File: config.mk
export PLATFORM = sky130hd
export DESIGN_NAME = msp_frame_byte_receiver_flat
export DESIGN_NICKNAME = d
export VERILOG_FILES = /design/src/mfbr_pkg.sv /design/src/mfbr_in_if.sv /design/src/mfbr_out_if.sv /design/src/msp_frame_byte_receiver.sv /design/src/flat_wrapper.sv
export SDC_FILE = /design/constraint.sdc
export NUM_CORES = 1
export LEC_CHECK = 0
export ABC_AREA = 1
export BUFFER_PORTS_ARGS = -buffer_cell sky130_fd_sc_hd__buf_2
export CORE_UTILIZATION = 35
export CTS_CLUSTER_SIZE = 14
export DETAILED_ROUTE_END_ITERATION = 16
export PLACE_DENSITY = 0.61
export SLEW_MARGIN = 20
export SYNTH_ARGS = -nofsm -noshare
export SYNTH_HDL_FRONTEND = slang
export SYNTH_SLANG_ARGS = --single-unit
File: constraint.sdc
create_clock -name clk_i -period 2.7 [get_ports clk_i]
set_input_delay 0.54 -clock clk_i [delete_from_list [all_inputs] [get_ports clk_i]]
set_output_delay 0.54 -clock clk_i [all_outputs]
set_load 0.01 [all_outputs]
File: src/mfbr_pkg.sv
package mfbr_pkg;

  typedef enum logic [3:0] {
    PH_IDLE    = 4'd0,
    PH_TYPE    = 4'd1,
    PH_DIR     = 4'd2,
    PH_V1_SIZE = 4'd3,
    PH_V1_CMD  = 4'd4,
    PH_V2_FLAG = 4'd5,
    PH_V2_CMDL = 4'd6,
    PH_V2_CMDH = 4'd7,
    PH_V2_SIZL = 4'd8,
    PH_V2_SIZH = 4'd9,
    PH_PAYLOAD = 4'd10,
    PH_CHECK   = 4'd11
  } phase_e;

  typedef enum logic [2:0] {
    EV_HEADER  = 3'd0,
    EV_PAYLOAD = 3'd1,
    EV_GOOD    = 3'd2,
    EV_BADSUM  = 3'd3,
    EV_NOSTART = 3'd4,
    EV_BADTYPE = 3'd5,
    EV_BADDIR  = 3'd6
  } event_e;

  localparam logic [7:0] CHR_START = 8'h24;  // '$'
  localparam logic [7:0] CHR_V1    = 8'h4D;  // 'M'
  localparam logic [7:0] CHR_V2    = 8'h58;  // 'X'
  localparam logic [7:0] CHR_REQ   = 8'h3C;  // '<'
  localparam logic [7:0] CHR_RSP   = 8'h3E;  // '>'

  localparam logic [7:0] CRC_POLY  = 8'hD5;
  localparam logic [7:0] CRC_MSB   = 8'h80;

  // CRC-8 DVB-S2, one byte, MSB first
  function automatic logic [7:0] crc8_d5_step(input logic [7:0] crc, input logic [7:0] b);
    logic [7:0] v;
    v = crc ^ b;
    for (int i = 0; i < 8; i++) begin
      if ((v & CRC_MSB) != 8'h00) begin
        v = {v[6:0], 1'b0} ^ CRC_POLY;
      end else begin
        v = {v[6:0], 1'b0};
      end
    end
    return v;
  endfunction

endpackage

File: src/mfbr_in_if.sv
interface mfbr_in_if;
  logic       valid;
  logic       ready;
  logic [7:0] rx_byte;

  modport source (output valid, output rx_byte, input ready);
  modport sink   (input valid, input rx_byte, output ready);
endinterface

File: src/mfbr_out_if.sv
interface mfbr_out_if;
  logic        valid;
  logic        ready;
  logic [2:0]  event_res;
  logic [7:0]  payload_byte;
  logic [15:0] command_id;
  logic [15:0] payload_length;
  logic        is_v2;
  logic        is_response;

  modport source (
    output valid, output event_res, output payload_byte, output command_id,
    output payload_length, output is_v2, output is_response, input ready
  );
  modport sink (
    input valid, input event_res, input payload_byte, input command_id,
    input payload_length, input is_v2, input is_response, output ready
  );
endinterface

File: src/msp_frame_byte_receiver.sv
// Channel   Dir  Payload                                             Handshake
// byte_i    in   rx_byte[7:0]                                        valid/ready
// res_o     out  event_res, payload_byte, command_id, payload_length, valid/ready
//                is_v2, is_response
//
// One byte per cycle: the frame state and check update (v1 XOR, v2 CRC-8)
// sit between the accepted byte and the result register, one result per byte.
// A byte is taken whenever the result register is empty or being drained, so
// a stalled sink holds one result and stops intake only while it holds.
// rst_ni (async, active low) returns the parser to idle, no frame open.
module msp_frame_byte_receiver
  import mfbr_pkg::*;
(
  input  logic   clk_i,
  input  logic   rst_ni,
  mfbr_in_if.sink    byte_i,
  mfbr_out_if.source res_o
);

  phase_e      phase_q, phase_d;
  logic        version_q, version_d;
  logic        direction_q, direction_d;
  logic [7:0]  check_q, check_d;
  logic [15:0] command_q, command_d;
  logic [15:0] size_q, size_d;
  logic [15:0] count_q, count_d;

  logic        out_valid_q;
  event_e      event_q, event_d;
  logic [7:0]  pbyte_q, pbyte_d;
  logic [15:0] out_cmd_q, out_cmd_d;
  logic [15:0] out_len_q, out_len_d;
  logic        out_v2_q, out_v2_d;
  logic        out_rsp_q, out_rsp_d;

  logic        in_fire;
  logic [7:0]  b;
  logic [7:0]  folded;
  logic [15:0] count_inc;
  logic        frame_info;

  assign b         = byte_i.rx_byte;
  assign byte_i.ready = !out_valid_q || res_o.ready;
  assign in_fire   = byte_i.valid && byte_i.ready;
  assign folded    = version_q ? crc8_d5_step(check_q, b) : (check_q ^ b);
  assign count_inc = count_q + 16'd1;

  // next phase
  always_comb begin
    phase_d = phase_q;
    case (phase_q)
      PH_TYPE: begin
        phase_d = (b == CHR_V1 || b == CHR_V2) ? PH_DIR : PH_IDLE;
      end
      PH_DIR: begin
        if (b == CHR_REQ || b == CHR_RSP) begin
          phase_d = version_q ? PH_V2_FLAG : PH_V1_SIZE;
        end else begin
          phase_d = PH_IDLE;
        end
      end
      PH_V1_SIZE: phase_d = PH_V1_CMD;
      PH_V1_CMD:  phase_d = (size_q != 16'd0) ? PH_PAYLOAD : PH_CHECK;
      PH_V2_FLAG: phase_d = PH_V2_CMDL;
      PH_V2_CMDL: phase_d = PH_V2_CMDH;
      PH_V2_CMDH: phase_d = PH_V2_SIZL;
      PH_V2_SIZL: phase_d = PH_V2_SIZH;
      PH_V2_SIZH: phase_d = ({b, size_q[7:0]} != 16'd0) ? PH_PAYLOAD : PH_CHECK;
      PH_PAYLOAD: phase_d = (count_inc >= size_q) ? PH_CHECK : PH_PAYLOAD;
      PH_CHECK:   phase_d = PH_IDLE;
      default:    phase_d = (b == CHR_START) ? PH_TYPE : PH_IDLE;
    endcase
  end

  // frame registers and result
  always_comb begin
    version_d   = version_q;
    direction_d = direction_q;
    check_d     = check_q;
    command_d   = command_q;
    size_d      = size_q;
    count_d     = count_q;
    event_d     = EV_HEADER;
    pbyte_d     = 8'h00;
    frame_info  = 1'b0;
    case (phase_q)
      PH_TYPE: begin
        if (b == CHR_V1 || b == CHR_V2) begin
          version_d = (b == CHR_V2);
        end else begin
          event_d = EV_BADTYPE;
        end
      end
      PH_DIR: begin
        if (b == CHR_REQ || b == CHR_RSP) begin
          direction_d = (b == CHR_RSP);
        end else begin
          event_d = EV_BADDIR;
        end
      end
      PH_V1_SIZE: begin
        size_d  = {8'h00, b};
        check_d = folded;
      end
      PH_V1_CMD: begin
        command_d = {8'h00, b};
        check_d   = folded;
        count_d   = 16'd0;
      end
      PH_V2_FLAG: check_d = folded;
      PH_V2_CMDL: begin
        command_d = {command_q[15:8], b};
        check_d   = folded;
      end
      PH_V2_CMDH: begin
        command_d = {b, command_q[7:0]};
        check_d   = folded;
      end
      PH_V2_SIZL: begin
        size_d  = {size_q[15:8], b};
        check_d = folded;
      end
      PH_V2_SIZH: begin
        size_d  = {b, size_q[7:0]};
        check_d = folded;
        count_d = 16'd0;
      end
      PH_PAYLOAD: begin
        check_d    = folded;
        pbyte_d    = b;
        event_d    = EV_PAYLOAD;
        frame_info = 1'b1;
        count_d    = count_inc;
      end
      PH_CHECK: begin
        event_d    = (check_q == b) ? EV_GOOD : EV_BADSUM;
        frame_info = 1'b1;
      end
      default: begin
        if (b == CHR_START) begin
          check_d   = 8'h00;
          command_d = 16'd0;
          size_d    = 16'd0;
          count_d   = 16'd0;
        end else begin
          event_d = EV_NOSTART;
        end
      end
    endcase
    out_cmd_d = frame_info ? command_q : 16'd0;
    out_len_d = frame_info ? size_q : 16'd0;
    out_v2_d  = frame_info && version_q;
    out_rsp_d = frame_info && direction_q;
  end

  always_ff @(posedge clk_i or negedge rst_ni) begin
    if (!rst_ni) begin
      phase_q     <= PH_IDLE;
      version_q   <= 1'b0;
      direction_q <= 1'b0;
      check_q     <= 8'h00;
      command_q   <= 16'd0;
      size_q      <= 16'd0;
      count_q     <= 16'd0;
      out_valid_q <= 1'b0;
    end else begin
      if (in_fire) begin
        phase_q     <= phase_d;
        version_q   <= version_d;
        direction_q <= direction_d;
        check_q     <= check_d;
        command_q   <= command_d;
        size_q      <= size_d;
        count_q     <= count_d;
        out_valid_q <= 1'b1;
      end else if (res_o.ready) begin
        out_valid_q <= 1'b0;
      end
    end
  end

  always_ff @(posedge clk_i) begin
    if (in_fire) begin
      event_q   <= event_d;
      pbyte_q   <= pbyte_d;
      out_cmd_q <= out_cmd_d;
      out_len_q <= out_len_d;
      out_v2_q  <= out_v2_d;
      out_rsp_q <= out_rsp_d;
    end
  end

  assign res_o.valid          = out_valid_q;
  assign res_o.event_res      = event_q;
  assign res_o.payload_byte   = pbyte_q;
  assign res_o.command_id     = out_cmd_q;
  assign res_o.payload_length = out_len_q;
  assign res_o.is_v2          = out_v2_q;
  assign res_o.is_response    = out_rsp_q;

`ifndef ASSERT_OFF
  a_nostart: assert property (@(posedge clk_i) disable iff (!rst_ni)
    in_fire && phase_q == PH_IDLE && b != CHR_START
    |=> res_o.valid && res_o.event_res == EV_NOSTART)
    else $error("no-start byte not reported");

  a_check_ends_frame: assert property (@(posedge clk_i) disable iff (!rst_ni)
    in_fire && phase_q == PH_CHECK |=> phase_q == PH_IDLE)
    else $error("parser did not return to idle after check byte");

  a_count_bound: assert property (@(posedge clk_i) disable iff (!rst_ni)
    phase_q == PH_PAYLOAD |-> count_q < size_q)
    else $error("payload count reached declared size while in payload");

  a_info_gated: assert property (@(posedge clk_i) disable iff (!rst_ni)
    res_o.valid && (res_o.event_res == EV_HEADER || res_o.event_res == EV_NOSTART ||
                    res_o.event_res == EV_BADTYPE || res_o.event_res == EV_BADDIR)
    |-> res_o.command_id == 16'd0 && res_o.payload_length == 16'd0 &&
        !res_o.is_v2 && !res_o.is_response)
    else $error("frame info leaked outside frame events");
`endif

endmodule

File: src/flat_wrapper.sv
// flat-port wrapper written by rule: the top's interface ports become plain ports
module msp_frame_byte_receiver_flat import mfbr_pkg::*;
  (clk_i, rst_ni, byte_i_valid, byte_i_rx_byte, byte_i_ready, res_o_valid, res_o_event_res, res_o_payload_byte, res_o_command_id, res_o_payload_length, res_o_is_v2, res_o_is_response, res_o_ready);
  mfbr_in_if byte_i_i ();
  mfbr_out_if res_o_i ();
  input  logic clk_i;
  input  logic rst_ni;
  input wire logic [$bits(byte_i_i.valid)-1:0] byte_i_valid;
  input wire logic [$bits(byte_i_i.rx_byte)-1:0] byte_i_rx_byte;
  output wire logic [$bits(byte_i_i.ready)-1:0] byte_i_ready;
  output wire logic [$bits(res_o_i.valid)-1:0] res_o_valid;
  output wire logic [$bits(res_o_i.event_res)-1:0] res_o_event_res;
  output wire logic [$bits(res_o_i.payload_byte)-1:0] res_o_payload_byte;
  output wire logic [$bits(res_o_i.command_id)-1:0] res_o_command_id;
  output wire logic [$bits(res_o_i.payload_length)-1:0] res_o_payload_length;
  output wire logic [$bits(res_o_i.is_v2)-1:0] res_o_is_v2;
  output wire logic [$bits(res_o_i.is_response)-1:0] res_o_is_response;
  input wire logic [$bits(res_o_i.ready)-1:0] res_o_ready;
  assign byte_i_i.valid = byte_i_valid;
  assign byte_i_i.rx_byte = byte_i_rx_byte;
  assign byte_i_ready = byte_i_i.ready;
  assign res_o_valid = res_o_i.valid;
  assign res_o_event_res = res_o_i.event_res;
  assign res_o_payload_byte = res_o_i.payload_byte;
  assign res_o_command_id = res_o_i.command_id;
  assign res_o_payload_length = res_o_i.payload_length;
  assign res_o_is_v2 = res_o_i.is_v2;
  assign res_o_is_response = res_o_i.is_response;
  assign res_o_i.ready = res_o_ready;
  msp_frame_byte_receiver u_core (.clk_i(clk_i), .rst_ni(rst_ni), .byte_i(byte_i_i), .res_o(res_o_i));
endmodule
* Yosys cells after proc, flatten, opt, wreduce, memory -nomap -nowiden
Index checks and enable logic that the tools add are counted.
Storage, ports and cells: flip-flop bits (word level) 108, bits of input ports 12, logic and storage cells 115
Operators by class: add/subtract/negate cells 1, magnitude comparators 1, equality and inequality tests 17, mux-type cells 31, bitwise gates (word level) 17, reductions and logical operators 32
Operator list (number):
- $pmux W16 S4 | 2
- $mux W8 | 10
- $pmux W16 S3 | 1
- $pmux W4 S11 | 1
- $not A5 Y5 | 8
- $reduce_bool A16 Y1 | 2
- $reduce_or A8 Y1 | 4
- $eq A8 B6 Y1 const B | 3
- $add A16 B1 Y16 const B | 1
- $eq A4 B3 Y1 const B | 4
- $eq A4 B4 Y1 const B | 4
- $eq A8 B7 Y1 const B | 2
- $ge A16 B16 Y1 | 1
- $mux W16 | 1
- $pmux W8 S2 | 1
- $reduce_and A4 Y1 | 4
- $pmux W3 S5 | 1
- $reduce_bool A3 Y1 | 5
- $mux W3 | 4
- $reduce_and A3 Y1 | 4
- $eq A4 B2 Y1 const B | 2
- $eq A8 B8 Y1 | 1
- $mux W1 | 8
- $not A1 Y1 | 8
- 11 further kinds | 17

* Logic depth before layout (Yosys ltp)
Gate-level depths: netlist (run 1).
depth after elaboration 19, mapped depth 21, gate-level depth less buffers 21

* Worst setup path after synthesis (run 1)
No wires, ideal clock.
path kind register to register, start point register u_core.count_q[0], end point register u_core.phase_q[0], arrival time 2508 ps, required time 2521 ps, setup slack 12 ps, stages on the path, launching flop included 22, path buffers 0, period minus slack after synthesis 2688 ps, cells stage by stage dfrtp_1 ha_1 nand2_1 nor2_1 nand3_1 nor2_1 nand2_1 nor3_1 nand2_1 xor2_1 inv_1 ha_1 nand2_1 inv_1 nand3_1 inv_1 a21oi_1 nand3_1 nand2_1 nand4_1 nand2_1 o21ai_0
On the way: longest elaborated chain between the ends 4
Ends and longest elaborated chain:
- from (decl) | line msp_frame_byte_receiver.sv:26 | logic [15:0] count_q, count_d;
- from (signal assigned) | line msp_frame_byte_receiver.sv:174 | count_q <= count_d;
- $add A16 B1 Y16 | line msp_frame_byte_receiver.sv:46 | assign count_inc = count_q + 16'd1;
- $ge A16 B16 Y1 | line msp_frame_byte_receiver.sv:69 | PH_PAYLOAD: phase_d = (count_inc >= size_q) ? PH_CHECK : PH_PAYLOAD;
- $mux W1 | line msp_frame_byte_receiver.sv:69
- $pmux W4 S11 | line msp_frame_byte_receiver.sv:51 | case (phase_q)
- to (signal assigned) | line msp_frame_byte_receiver.sv:168 | phase_q <= phase_d;
- to (decl) | line msp_frame_byte_receiver.sv:20 | phase_e phase_q, phase_d;
Every way passes these cells. A chain may end at the register's enable or synchronous reset.

* Final worst setup path (run 1)
start point register u_core.count_q[1], end point register u_core.phase_q[0]
The elaborated chain is that of the path after synthesis.

==> results of run 1 <==
worst paths after layout:
| kind | start | end | cells after the start |
|---|---|---|---|
| min in group clk_i | res_o_ready | u_core.res_o.valid | 4 |
| max | u_core.count_q[1] | u_core.phase_q[0] | 21 |
| max reg2reg | u_core.count_q[1] | u_core.phase_q[0] | 21 |
| max in group asynchronous | rst_ni | u_core.direction_q | 2 |
| min | rst_ni | u_core.count_q[9] | 2 |
| min reg2reg | u_core.command_q[7] | u_core.command_q[7] | 2 |
synth_stat cells (4+ instances only):
library cell               count  area, sq um
sky130_fd_sc_hd__nand2_1     125        469.2
sky130_fd_sc_hd__inv_1        90        337.8
sky130_fd_sc_hd__nor2_1       72        270.3
sky130_fd_sc_hd__dfrtp_1      63         1577
sky130_fd_sc_hd__nand3_1      51        255.2
sky130_fd_sc_hd__edfxtp_1     45         1351
sky130_fd_sc_hd__o21ai_0      38        190.2
sky130_fd_sc_hd__nand2_2      28        175.2
sky130_fd_sc_hd__ha_1         22        275.3
sky130_fd_sc_hd__a21oi_1      19        95.09
sky130_fd_sc_hd__xor2_1       17        148.9
sky130_fd_sc_hd__o22ai_1      16        100.1
sky130_fd_sc_hd__o21ai_1      14        70.07
sky130_fd_sc_hd__inv_2        13        48.80
sky130_fd_sc_hd__nor3_1       10        50.05
sky130_fd_sc_hd__buf_2         7        35.03
sky130_fd_sc_hd__nand4_1       7        43.79
sky130_fd_sc_hd__clkbuf_1      6        22.52
sky130_fd_sc_hd__buf_4         4        30.03
sky130_fd_sc_hd__nand2_4       4        45.04
flip-flops by register name, summed over array words and instances, names as in the netlist:
| name | count |
|---|---|
| u_core.res_o.command_id | 16 |
| u_core.command_q | 16 |
| u_core.res_o.event_res | 3 |
| u_core.direction_q | 1 |
| u_core.version_q | 1 |
| u_core.phase_q | 4 |
| u_core.res_o.is_response | 1 |
| u_core.res_o.payload_length | 16 |
| u_core.res_o.payload_byte | 8 |
| u_core.check_q | 8 |
| u_core.res_o.valid | 1 |
| u_core.res_o.is_v2 | 1 |
| u_core.size_q | 16 |
| u_core.count_q | 16 |
power by group through the flow:
stage,combinational (mW),clock (mW),sequential (mW)
floorplan,1.66,0,2.19
global placement,2.22,0,2.19
detailed placement,2.25,0,2.20
CTS,2.30,1.53,2.17
global route,2.63,1.59,2.20
finish,2.33,1.51,2.17
metrics by stage:
step | util [%] | instances | hold slack (ns) | instance area, sq um | TNS, ns
after detailed placement | 40.13 | 982 | 0.5085 | 6655 | -0.07609
after global routing | 43.13 | 1007 | 0.2371 | 7152 | -0.4415
final | 43.13 | 1007 | 0.2023 | 7152 | -0.1618
after CTS | 42.49 | 1004 | 0.2195 | 7046 | -0.04381
after floorplan | - | 691 | 0.2444 | 5943 | 0
after global placement | 40.13 | 982 | 0.4991 | 6655 | 0
layer usage:
layer | GRT usage (%) | part of all wire [%] | vias to the layer above
met1 | 23.50 | 48 | 2243
met4 | 6.258 | 1.8 | 0
met3 | 2.153 | 3.5 | 17
met2 | 26.43 | 46 | 102
li1 | - | - | 2445
met5 | 0 | 0 | -
cells by family (layout without fill, tap and decap cells):
group / after synthesis / in the layout / share of synthesized area [%]
buffers and inverters: 126 / 222 / 8.611
AO/OA/AOI/OAI: 100 / 100 / 9.684
flip-flops: 108 / 108 / 49.26
multiplexers: 1 / 1 / 0.1684
AND/OR/NAND/NOR: 315 / 315 / 24.72
XOR/XNOR: 19 / 19 / 2.926
adder cells (fa/ha/maj): 22 / 22 / 4.632
layout make-up:
type	count	area (sq um)	area share (%)
Sequential cell	108	2928	40.94
Multi-Input combinational cell	457	2589	36.20
Timing Repair Buffer	98	606.8	8.485
Inverter	108	412.9	5.773
Tap cell	220	275.3	3.849
Clock buffer	10	229.0	3.202
Clock inverter	6	111.4	1.557
placed cells by master (no fill, tap or decap), types with 16 or more instances in the layout:
cell type                    n
sky130_fd_sc_hd__edfxtp_1   45
sky130_fd_sc_hd__ha_1       20
sky130_fd_sc_hd__a21oi_1    19
sky130_fd_sc_hd__nor2_1     69
sky130_fd_sc_hd__nand2_2    31
sky130_fd_sc_hd__o22ai_1    16
sky130_fd_sc_hd__inv_1      89
sky130_fd_sc_hd__nand2_1   121
sky130_fd_sc_hd__xor2_1     16
sky130_fd_sc_hd__buf_2      58
sky130_fd_sc_hd__o21ai_0    37
sky130_fd_sc_hd__dfrtp_1    63
sky130_fd_sc_hd__nand3_1    47
sky130_fd_sc_hd__buf_4      38
what timing repair did:
item | 4_1_cts | 5_1_grt
cloned | 0 | 0
gates resized for setup | 1 | 20
setup buffers | 6 | 3
setup endpoints to repair | 1 | 1
pin swaps | 1 | 17
==> out/results.txt, run 1 <==
At the later pin of the worst-skew pair, clock insertion delay measures 0.35 ns. Sequential cells were found to cover 49.26% of the synthesized design area. The number of top-level design ports is 59. The worst setup path is launched from a flop.

The checks that failed: setup timing. Entering global routing, the biggest net connects 40 pins. The count of endpoints failing setup in the final report is 1, and the register-to-register path setup slack is -0.16 ns. The die is 132.3 microns wide.

At the pin with the least slew margin, the transition time is 0.5151 ns. Per report_power, the clock group accounts for 25.1% of the total. In this run the tightest slew margin relative to its limit is 65.21%. During synthesis, Yosys emitted a total of 0 warnings. The final count of pins violating max slew came out at 0. Net switching is 36.73% of the power.

The number of antenna diodes was 0. TritonCTS built the clock tree. The fraction of the cycle the final worst path needs is 106.0%. The number of global-route vias before repair is 4459. The tree is rooted in a sky130_fd_sc_hd__clkbuf_16. The biggest fanout along the worst timing path came out at 3.

The area growth from synthesis to layout is 20.34%. The H-tree generated during clock tree synthesis spans 3 levels. The synthesized cell area was 5943 sq um.

Post-synthesis net count: 725. The final layout contains routed wiring with a total length of 14470 microns. The data required time of the worst path is 2.98 ns, and the area of the die is 17510 sq um. The internal power of the cells totals 3.801 mW. The clock net in this run drives a total of 108 sinks. Kind of capture point of the worst setup path: a flop. For the combinational group share of total power, the log shows 38.7%. The placeable core region is 16580 sq um. The first-pass detailed-route iteration total was 5.

The number of buffers and inverters on the critical path is 3. The worst clock skew was 0.007304 ns. The floorplan has 47 rows. In the final layout, the share of cells above drive strength 1 is 25.03%. In this run the remaining antenna-violating nets after routing total 0. The initial antenna violation count came out at 0. After clock tree synthesis, the clock-pin slew on the worst setup and hold paths is 0.07 ns.

For the peak supply drop, the log shows 0.4098 mV. The count of buffers inserted at the top-level ports is 58, and the count of maximum capacitance violations is 0. At the worst endpoint, the arrival time is 3.14 ns.

The initial utilization of the core area, before any placement, comes to 35.84%. In the final routed layout, each cell accounts on average for 14.37 microns. The critical path goes through nand3_2 > nor3_2 > nand3_1 > nor2_2 > nand2_2 > nor2_4 > buf_6 > nand3_2 > xor2_1 > inv_1 > ha_1 > nand2_1 > inv_1 > nand3_2 > nor3_2 > nand3_1 > nand3_1 > nand2_1 > nand4_1 > nand2_1 > o21ai_1. The maximum number of buffers from clock root to sink was 2. The class of the most critical hold timing path was in2async.

The logs give 297 for the DRC violation total after the first TritonRoute iteration and 43 for the count of different cell masters after synthesis. The design draws 6.007 mW. The longest individual stage delay on the worst path came out at 0.40 ns. The most used flip-flop cell after synthesis was sky130_fd_sc_hd__dfrtp_1.

The final route contains 4807 vias. At the end of the flow, the number of nets in the layout was 816. Summed over all nets, the switching power comes to 2.206 mW.

The overall global routing resource usage is 16.75%. The areal power density over the cells was 839.9 nW/um^2; the height of the chip was 132.3 microns. Setup repair after global routing could not meet its margin everywhere.

Sequential cells account for 36.2% of the total power. On the critical path the largest part of the delay comes from simple AND/OR/NAND/NOR gates. The cell with the largest stage delay on the worst path was sky130_fd_sc_hd__dfrtp_1.

By startpoint and endpoint, the worst setup path is classified as reg2reg. Summed over all cells, the static leakage comes to 3.457 nW. The number of failing hold endpoints at the final stage was 0.

The run finished, with violations left. The number of synthesized flops with an enable pin was 45. The logs give 1633 for the filler cell count in the final layout and 349.4 MHz for the fmax. The setup slack after layout was -0.1618 ns; the time the worst path needs with I/O delays and setup was 2.862 ns. For this design, the CTS-stage hold fixing added 0 buffers. Summed over all nets, the half-perimeter wirelength after detailed placement is 10400 microns. The wire length of the first global-routing pass was 22940 microns; the gate count after technology mapping was 691. The number of synthesized register bits works out to 108. Of all flip-flops after synthesis, the portion carrying an async set or reset was 58.33%.

For the clock buffer count from CTS, the log shows 9. Prior to clock tree synthesis, the placed netlist has a worst setup slack of -0.07609 ns. The routability-driven placement congestion ratio is 0.9334. The post-detailed-route via-to-cell ratio is 4.774, and the average footprint of a synthesized cell is 8.601 sq um. The logs give 0 for the post-route DRC violation count and 0 for the total grt overflow.
No activity file was read; power rests on OpenSTA's default activity.
==> inputs of run 2 (changes only) <==
--- a/config.mk
+++ b/config.mk
@@ -17 +17,2 @@
 export SYNTH_SLANG_ARGS = --single-unit
+export TNS_END_PERCENT = 5
==> constraint.sdc (replaced) <==
create_clock -name clk_i -period 2.7 [get_ports clk_i]
set_input_delay 0.405 -clock clk_i [delete_from_list [all_inputs] [get_ports clk_i]]
set_output_delay 0.405 -clock clk_i [all_outputs]
set_load 0.01 [all_outputs]
==> run 2 against run 1 <==
The run still ends with setup timing left. Sequential power about the same. Non-clock buffer count decreased by 10. Final area is 1.0% lower. Worst hold slack improved by 0.15 ns. Critical path depth grew 1. Critical path type unchanged.
==> out/results.txt, run 2 (synthesis results as in run 1) <==
Across all register-to-register paths, the minimum setup slack is -0.13 ns. The worst hold path belongs to the class in2reg. The clock buffer count from CTS was 9. The design draws 5.698 mW. Measured along the x axis, the die boundary spans 132.3 microns.

Routability-driven placement finished with a final weighted congestion of 0.9373. In this run, the clock network consumes 23.1% of the power. The initial antenna violation count came out at 0.

The run gives 10450 microns as the detailed placer's ending HPWL. The tools report the startpoint class of the critical path as a flop. The proportion of layout cells with a drive suffix above 1 works out to 24.84%. Dividing the detail-routed via count by the number of cells gives 4.831. The fraction of the cycle the final worst path needs came out at 104.7%. Path type of the worst setup path: reg2reg. The die is 132.3 microns tall. For this configuration, the core starts out at a cell density of 35.84%.

Clock latency on the worst-skew pair, taken at its later pin, is 0.35 ns. The layout overhead on the synthesized area came out at 19.12%. Summed over all cells, the static leakage comes to 3.400 nW. In this run the number of H-tree levels came out at 3.

After detailed routing, the average wire length per cell comes to 14.62 microns. The tree is rooted in a sky130_fd_sc_hd__clkbuf_16. For the final database, setup skew stands at 0.008682 ns. For the area of the die, the log shows 17510 sq um. The logs give 6603 sq um for the placed instance area and 0 for the final count of pins violating max slew. The top cell types in the final layout, fill and taps aside, are 122 x sky130_fd_sc_hd__nand2_1, 87 x sky130_fd_sc_hd__inv_1, 68 x sky130_fd_sc_hd__nor2_1. For the pin with the worst max-slew slack, the measured transition is 0.5037 ns.

The time the worst path needs with I/O delays and setup was 2.827 ns; the number of top-level design ports was 59. On the final layout, the worst hold slack is 0.3485 ns. The run gives 14570 microns as the wire length reported by the detailed router.

In this run the worst setup path terminates at u_core.phase_q[0]. The flow ran to the end, but the final reports show violations. The run gives 0 as the number of antenna diodes. The end of the worst register-to-register path was u_core.phase_q[0]. In the routed design, unresolved DRC markers number 0. Clock tree synthesis found a total of 108 sinks. Of the total power, the share spent switching nets is 38.39%. Across the run, the number of max-cap violations was 0.

The setup slack after layout was -0.1273 ns. The region available for standard cell placement spans 16580 sq um. The floorplan has 47 rows. The maximum number of pins on one net before global-route repair is 41, and the final standard cell utilization of the core is 42.69%. Leaving out fill and tap cells, the most frequent cell in the layout is sky130_fd_sc_hd__nand2_1. The switching power summed over all nets is 2.187 mW, and the total via count in the routed design is 4817. The DRC violation total after the first TritonRoute iteration is 365. The total grt overflow is 0, and the first-pass detailed-route iteration total is 5. TritonCTS built the clock tree. The overall global routing resource usage came out at 16.85%. The combinational group share of total power is 38.8%, and the placed instance count is 975. Wire length of the first global-routing pass: 23100 microns.

The run gives 7079 sq um as the summed area of non-filler cells in the final layout. Setup repair after global routing could not meet its margin everywhere. Internal power: 3.511 mW.

The biggest fanout along the worst timing path was 3. At the worst endpoint, the required time is 2.98 ns. In this run the tightest slew margin relative to its limit is 65.98%. After the flow finishes, the layout carries non-filler instances totaling 997.

Static timing analysis puts the maximum clock frequency at 353.7 MHz. The final reports fail on setup timing. Clock-pin slew was measured on the worst setup and hold paths at 0.07 ns. The count of buffers inserted at the top-level ports was 58.

At the end of the flow, the number of nets in the layout was 806. In this run the power density over the cells is 804.9 nW/um^2. The most critical setup path has its startpoint at u_core.count_q[0].

The tools report the kind of capture point of the worst setup path as a flop. For the worst flop-to-flop path, the logic depth is 22. For the count of endpoints failing setup in the final report, the log shows 1.

The logs give 0.3677 mV for the peak supply drop and 0 for the post-route antenna net violation count. The startpoint of the most critical register-to-register path is u_core.count_q[0]. The number of global-route vias before repair is 4476, and the endpoint arrival time on the critical path is 3.11 ns. The logs give 2 for the maximum number of buffers from clock root to sink and 0 for the number of failing hold endpoints at the final stage.

The register share of total power is 38.1%.
-- run 2: cell types whose count changed in the layout (fill, tap and decap cells not counted), sizes merged --
cell	before	now
buf	98	87
dlygate4sd3	0	1
bufinv	3	1
clkinv	3	5
inv	107	108
clkinvlp	1	0
-- run 2: routing by layer --
| metal | wire [microns] | vias to the layer above | track usage [%] |
|---|---|---|---|
| met3 | 627 | 18 | 2.038 |
| met4 | 251 | 0 | 5.364 |
| li1 | - | 2412 | - |
| met5 | 0 | - | 0 |
| met1 | 6770 | 2260 | 23.43 |
| met2 | 6924 | 127 | 27.40 |
-- run 2: critical path, cell delays in order, from the launching register on --
cell and delay [ns]:
sky130_fd_sc_hd__dfrtp_1 0.39, sky130_fd_sc_hd__ha_2 0.20, sky130_fd_sc_hd__nand2_2 0.07, sky130_fd_sc_hd__nor2_4 0.13, sky130_fd_sc_hd__nand3_2 0.10, sky130_fd_sc_hd__nor2_2 0.12
sky130_fd_sc_hd__nand2_1 0.08, sky130_fd_sc_hd__nor3_2 0.16, sky130_fd_sc_hd__buf_4 0.16, sky130_fd_sc_hd__nand2_4 0.06, sky130_fd_sc_hd__xor2_4 0.16, sky130_fd_sc_hd__inv_2 0.07
sky130_fd_sc_hd__ha_4 0.27, sky130_fd_sc_hd__nand2_4 0.04, sky130_fd_sc_hd__inv_2 0.05, sky130_fd_sc_hd__nand3_2 0.07, sky130_fd_sc_hd__nor3_2 0.19, sky130_fd_sc_hd__nand3_1 0.09
sky130_fd_sc_hd__nand3_1 0.09, sky130_fd_sc_hd__nand2_1 0.05, sky130_fd_sc_hd__nand4_1 0.07, sky130_fd_sc_hd__nand2_1 0.05, sky130_fd_sc_hd__o21ai_1 0.06
-- run 2: worst min path at each step --
stage | startpoint | end | slack, ns | cells past startpoint
final | res_o_ready | u_core.res_o.valid | 0.35 | 4
after global routing | res_o_ready | u_core.res_o.valid | 0.36 | 4
after CTS | res_o_ready | u_core.res_o.valid | 0.34 | 4
after detailed placement | rst_ni | u_core.count_q[15] | 0.37 | 1
after global placement | rst_ni | u_core.count_q[13] | 0.37 | 1
after floorplan | rst_ni | u_core.check_q[0] | 0.11 | 0
-- run 2: final cells by class --
type,instances,area [sq um]
repair buffers,88,530.5
well taps,220,275.3
fillers,1640,9504
flip-flops and latches,108,2928
multi-input cells,457,2643
clock inverters,6,61.31
clock buffers,10,229.0
inverters,108,412.9
-- run 2: per-stage QoR --
| step | TNS [ns] | worst slack, ns |
|---|---|---|
| 2_1_floorplan | 0 | 0.01224 |
| 3_3_place_gp | -0.05625 | -0.05625 |
| 3_5_place_dp | -0.1470 | -0.1470 |
| 4_1_cts | -0.1325 | -0.1325 |
| 5_1_grt | -0.3674 | -0.3674 |
| 6_report | -0.1273 | -0.1273 |
-- run 2: power groups by stage --
| stage | sequential, mW | clock, mW | combinational, mW |
|---|---|---|---|
| finish | 2.17 | 1.32 | 2.21 |
| global route | 2.21 | 1.41 | 2.49 |
| CTS | 2.17 | 1.35 | 2.17 |
| detailed placement | 2.20 | 0 | 2.13 |
| global placement | 2.19 | 0 | 2.10 |
| floorplan | 2.19 | 0 | 1.66 |
-- run 2: repair_timing --
item	CTS	global route
hold buffers	1	0
endpoints found under the setup margin	1	1
endpoints found under the hold margin	11	0
resized for setup	6	24
gates cloned	0	0
setup buffers	3	2
pin swaps	7	11
==> inputs of run 3 (changes only) <==
CORE_UTILIZATION = 54   (was 35)
PLACE_DENSITY = 0.84   (was 0.61)
==> run 3 against run 2 <==
The run still ends with setup timing left. Combinational power barely moved. Global-route usage increased by 9.6 points. Maximum frequency shrank 3.1%. Clock-buffer cell count unchanged. Final area down 3.2%. Core utilization up 23 points.
==> out/results.txt, run 3 (synthesis results as in run 1) <==
Post-route antenna net violation count: 0. The min-delay analysis places its worst path in the category in2async. The setup slack after layout is -0.2163 ns, and the total grt overflow is 0.

The clock group share of total power is 19.8%, and the starting utilization of the core area is 56.55%. Summing internal, switching and leakage power gives 5.511 mW. The cell with the largest stage delay on the worst path was sky130_fd_sc_hd__dfrtp_1.

The tools report the kind of capture point of the worst setup path as a flop. The net switching fraction of the power was 39.87%. The root buffer cell chosen for the clock tree is sky130_fd_sc_hd__clkbuf_8. The initial antenna violation count was 0. TritonCTS built the clock tree.

The buffering stage count on the worst path with inverters included was 3; the average routed wire per standard cell was 15.97 microns. 59 I/O pins were placed. The library cell used most frequently in the layout, excluding fill and tap cells, is sky130_fd_sc_hd__nand2_1. At the worst endpoint, the required time is 3.02 ns. The core region is 10510 sq um. The tools report the switching power summed over all nets as 2.197 mW.

The tools report the maximum number of pins on one net before global-route repair as 64. The count of cells along the worst register-to-register path was 22. The cell that appears most often on the critical path is sky130_fd_sc_hd__nand2_1. The biggest fanout along the worst timing path works out to 3.

The logs give 0 for the post-route DRC violation count and 23130 microns for the wire length of the first global-routing pass. The placed instance area was 6467 sq um. Setup repair after global routing could not meet its margin everywhere.

Clock skew on the completed layout was measured at 0.01116 ns. Data on the critical path arrives at its endpoint at 3.24 ns. In this design, the stage delay of the slowest critical-path cell is 0.40 ns.

Actual transition at the worst max-transition pin: 0.8351 ns. The tools report the number of global-route vias before repair as 4772. The fraction of the cycle the final worst path needs is 108.0%, and the summed area of non-filler cells in the final layout is 6854 sq um. From synthesis to final layout, the design area changed by 15.33%. The post-detailed-route via-to-cell ratio is 5.441.

Walking the worst path, the cells encountered are buf_4 > ha_4 > nand2_4 > nor2_4 > nand3_2 > nor2_2 > nand2_2 > nor3_4 > nand2_1 > xor2_1 > inv_1 > ha_1 > nand2_1 > inv_1 > nand3_2 > nor3_4 > nand3_1 > nand3_1 > nand2_1 > nand4_1 > nand2_1 > o21ai_1. The register-to-register path setup slack is -0.22 ns. The flow ran to the end, but the final reports show violations.

In this run, the number of DRC markers left after iteration 0 of detailed routing was 451. Dividing total power by cell area gives a power density of 804.0 nW/um^2. The total via count in the routed design is 4957.

Leaving out fill and tap cells, the most frequent cells in the layout are 122 x sky130_fd_sc_hd__nand2_1, 89 x sky130_fd_sc_hd__inv_1, 69 x sky130_fd_sc_hd__nor2_1. The tools report the final count of pins violating max slew as 0. The placement row count came out at 37. In this run, the combinational gates consume 40.6% of the power. For the number of antenna diodes, the log shows 0.

The clock insertion delay at the later pin of the skew report is 0.39 ns. Clock-pin slew was measured on the worst setup and hold paths at 0.11 ns. Total number of H-tree levels: 3. The cell family contributing the most delay on the critical path is simple AND/OR/NAND/NOR gates. End of the worst register-to-register path: u_core.phase_q[0]. Filler cell count in the final layout: 810.

In this run the number of cells on the critical path is 22. The routed design could run at a clock period as short as 2.916 ns. Buffers placed on the I/O ports in this run total 58.

Max-cap violations in this run came to 0. Routability-driven placement congestion ratio: 0.9272. The height of the chip was 106.9 microns; the chip width was 106.9 microns. The area of the die is 11430 sq um. In the global route stage, overall resource usage came out at 26.42%. The post-route netlist has 23.61% of its cells at a drive strength greater than 1. The internal power was 3.313 mW. The sum of negative setup slack was -0.2163 ns. The tools report the startpoint class of the critical path as a flop.

Summed over all cells, the static leakage comes to 3.351 nW. Number of failing hold endpoints at the final stage: 0. Across the VDD grid, the largest voltage drop is 0.7935 mV. Maximum number of buffers from clock root to sink: 2. The layout net count was 804.

The startpoint of the most critical register-to-register path was u_core.count_q[0]. Headroom to the max-slew limit: 44.33%. TritonCTS created 9 clock buffers. In this run, flip-flops and latches consume 39.7% of the power. The run gives 14550 microns as the wire length reported by the detailed router.

For this design, the CTS-stage hold fixing added 0 buffers. The logs give 5 for the first-pass detailed-route iteration total and 1 for the count of endpoints failing setup in the final report. The checks that failed: setup timing. The run gives 10220 microns as the detailed placer's ending HPWL. The path type of the worst setup path was reg2reg. The sink count of the clock tree is 108. Timing would allow up to 342.9 MHz.
-- run 3: cell types whose count changed in the layout (fill, tap and decap cells not counted), sizes merged --
| cell | previous run | this run |
|---|---|---|
| bufinv | 1 | 2 |
| buf | 87 | 86 |
| inv | 108 | 107 |
| dlygate4sd3 | 1 | 0 |
-- run 3: metrics by stage --
step	cells	util, %	hold WS [ns]	setup WS (ns)
after global placement	887	61.54	0.4994	-0.03265
after global routing	911	65.22	0.2556	-0.3962
after floorplan	691	-	0.1094	0.01224
final	911	65.22	0.1697	-0.2163
after detailed placement	887	61.54	0.5102	-0.2941
after CTS	903	63.75	0.2088	-0.1128
-- run 3: area by class of cell --
| cell class | instances | area, sq um | area share (%) |
|---|---|---|---|
| Inverter | 108 | 412.9 | 6.024 |
| Multi-Input combinational cell | 457 | 2613 | 38.12 |
| Clock buffer | 10 | 127.6 | 1.862 |
| Tap cell | 136 | 170.2 | 2.483 |
| Timing Repair Buffer | 86 | 516.7 | 7.539 |
| Clock inverter | 6 | 86.33 | 1.260 |
| Sequential cell | 108 | 2928 | 42.72 |
-- run 3: layer usage --
metal / share of wire [%] / wire length [microns] / up-vias / global-route usage (%)
met1: 45 / 6521 / 2339 / 36.24
met5: 0 / 0 / - / 0
met4: 2.5 / 368 / 0 / 11.06
met3: 5.6 / 811 / 31 / 4.438
li1: - / - / 2414 / -
met2: 47 / 6849 / 173 / 41.71
-- run 3: how the worst max path moves through the flow --
stage | from | endpoint | slack, ns
floorplan | u_core.count_q[0] | u_core.phase_q[0] | 0.01
global placement | u_core.count_q[0] | u_core.phase_q[0] | -0.03
detailed placement | u_core.count_q[0] | u_core.phase_q[0] | -0.29
CTS | u_core.count_q[0] | u_core.phase_q[0] | -0.11
global route | u_core.count_q[0] | u_core.phase_q[0] | -0.40
finish | u_core.count_q[0] | u_core.phase_q[0] | -0.22
-- run 3: timing repair --
item | 4_1_cts | 5_1_grt
pin swaps | 0 | 13
gates resized for setup | 4 | 20
cloned | 0 | 0
setup endpoints to repair | 1 | 1
buffers inserted | 0 | 8
-- run 3: power groups by stage --
stage	sequential (mW)	clock (mW)	combinational, mW
6_report	2.18	1.09	2.23
5_1_grt	2.22	1.14	2.52
4_1_cts	2.18	1.09	2.17
3_5_place_dp	2.21	0	2.14
3_3_place_gp	2.19	0	2.06
2_1_floorplan	2.19	0	1.66
-- run 3: worst reg2reg max path, cell delays in order, from the launching register on --
cell and delay (ns):
sky130_fd_sc_hd__dfrtp_1 0.40, sky130_fd_sc_hd__buf_4 0.14, sky130_fd_sc_hd__ha_4 0.15, sky130_fd_sc_hd__nand2_4 0.06, sky130_fd_sc_hd__nor2_4 0.12, sky130_fd_sc_hd__nand3_2 0.11
sky130_fd_sc_hd__nor2_2 0.14, sky130_fd_sc_hd__nand2_2 0.09, sky130_fd_sc_hd__nor3_4 0.20, sky130_fd_sc_hd__nand2_1 0.09, sky130_fd_sc_hd__xor2_1 0.17, sky130_fd_sc_hd__inv_1 0.07
sky130_fd_sc_hd__ha_1 0.27, sky130_fd_sc_hd__nand2_1 0.07, sky130_fd_sc_hd__inv_1 0.07, sky130_fd_sc_hd__nand3_2 0.09, sky130_fd_sc_hd__nor3_4 0.19, sky130_fd_sc_hd__nand3_1 0.11
sky130_fd_sc_hd__nand3_1 0.08, sky130_fd_sc_hd__nand2_1 0.05, sky130_fd_sc_hd__nand4_1 0.07, sky130_fd_sc_hd__nand2_1 0.05, sky130_fd_sc_hd__o21ai_1 0.06
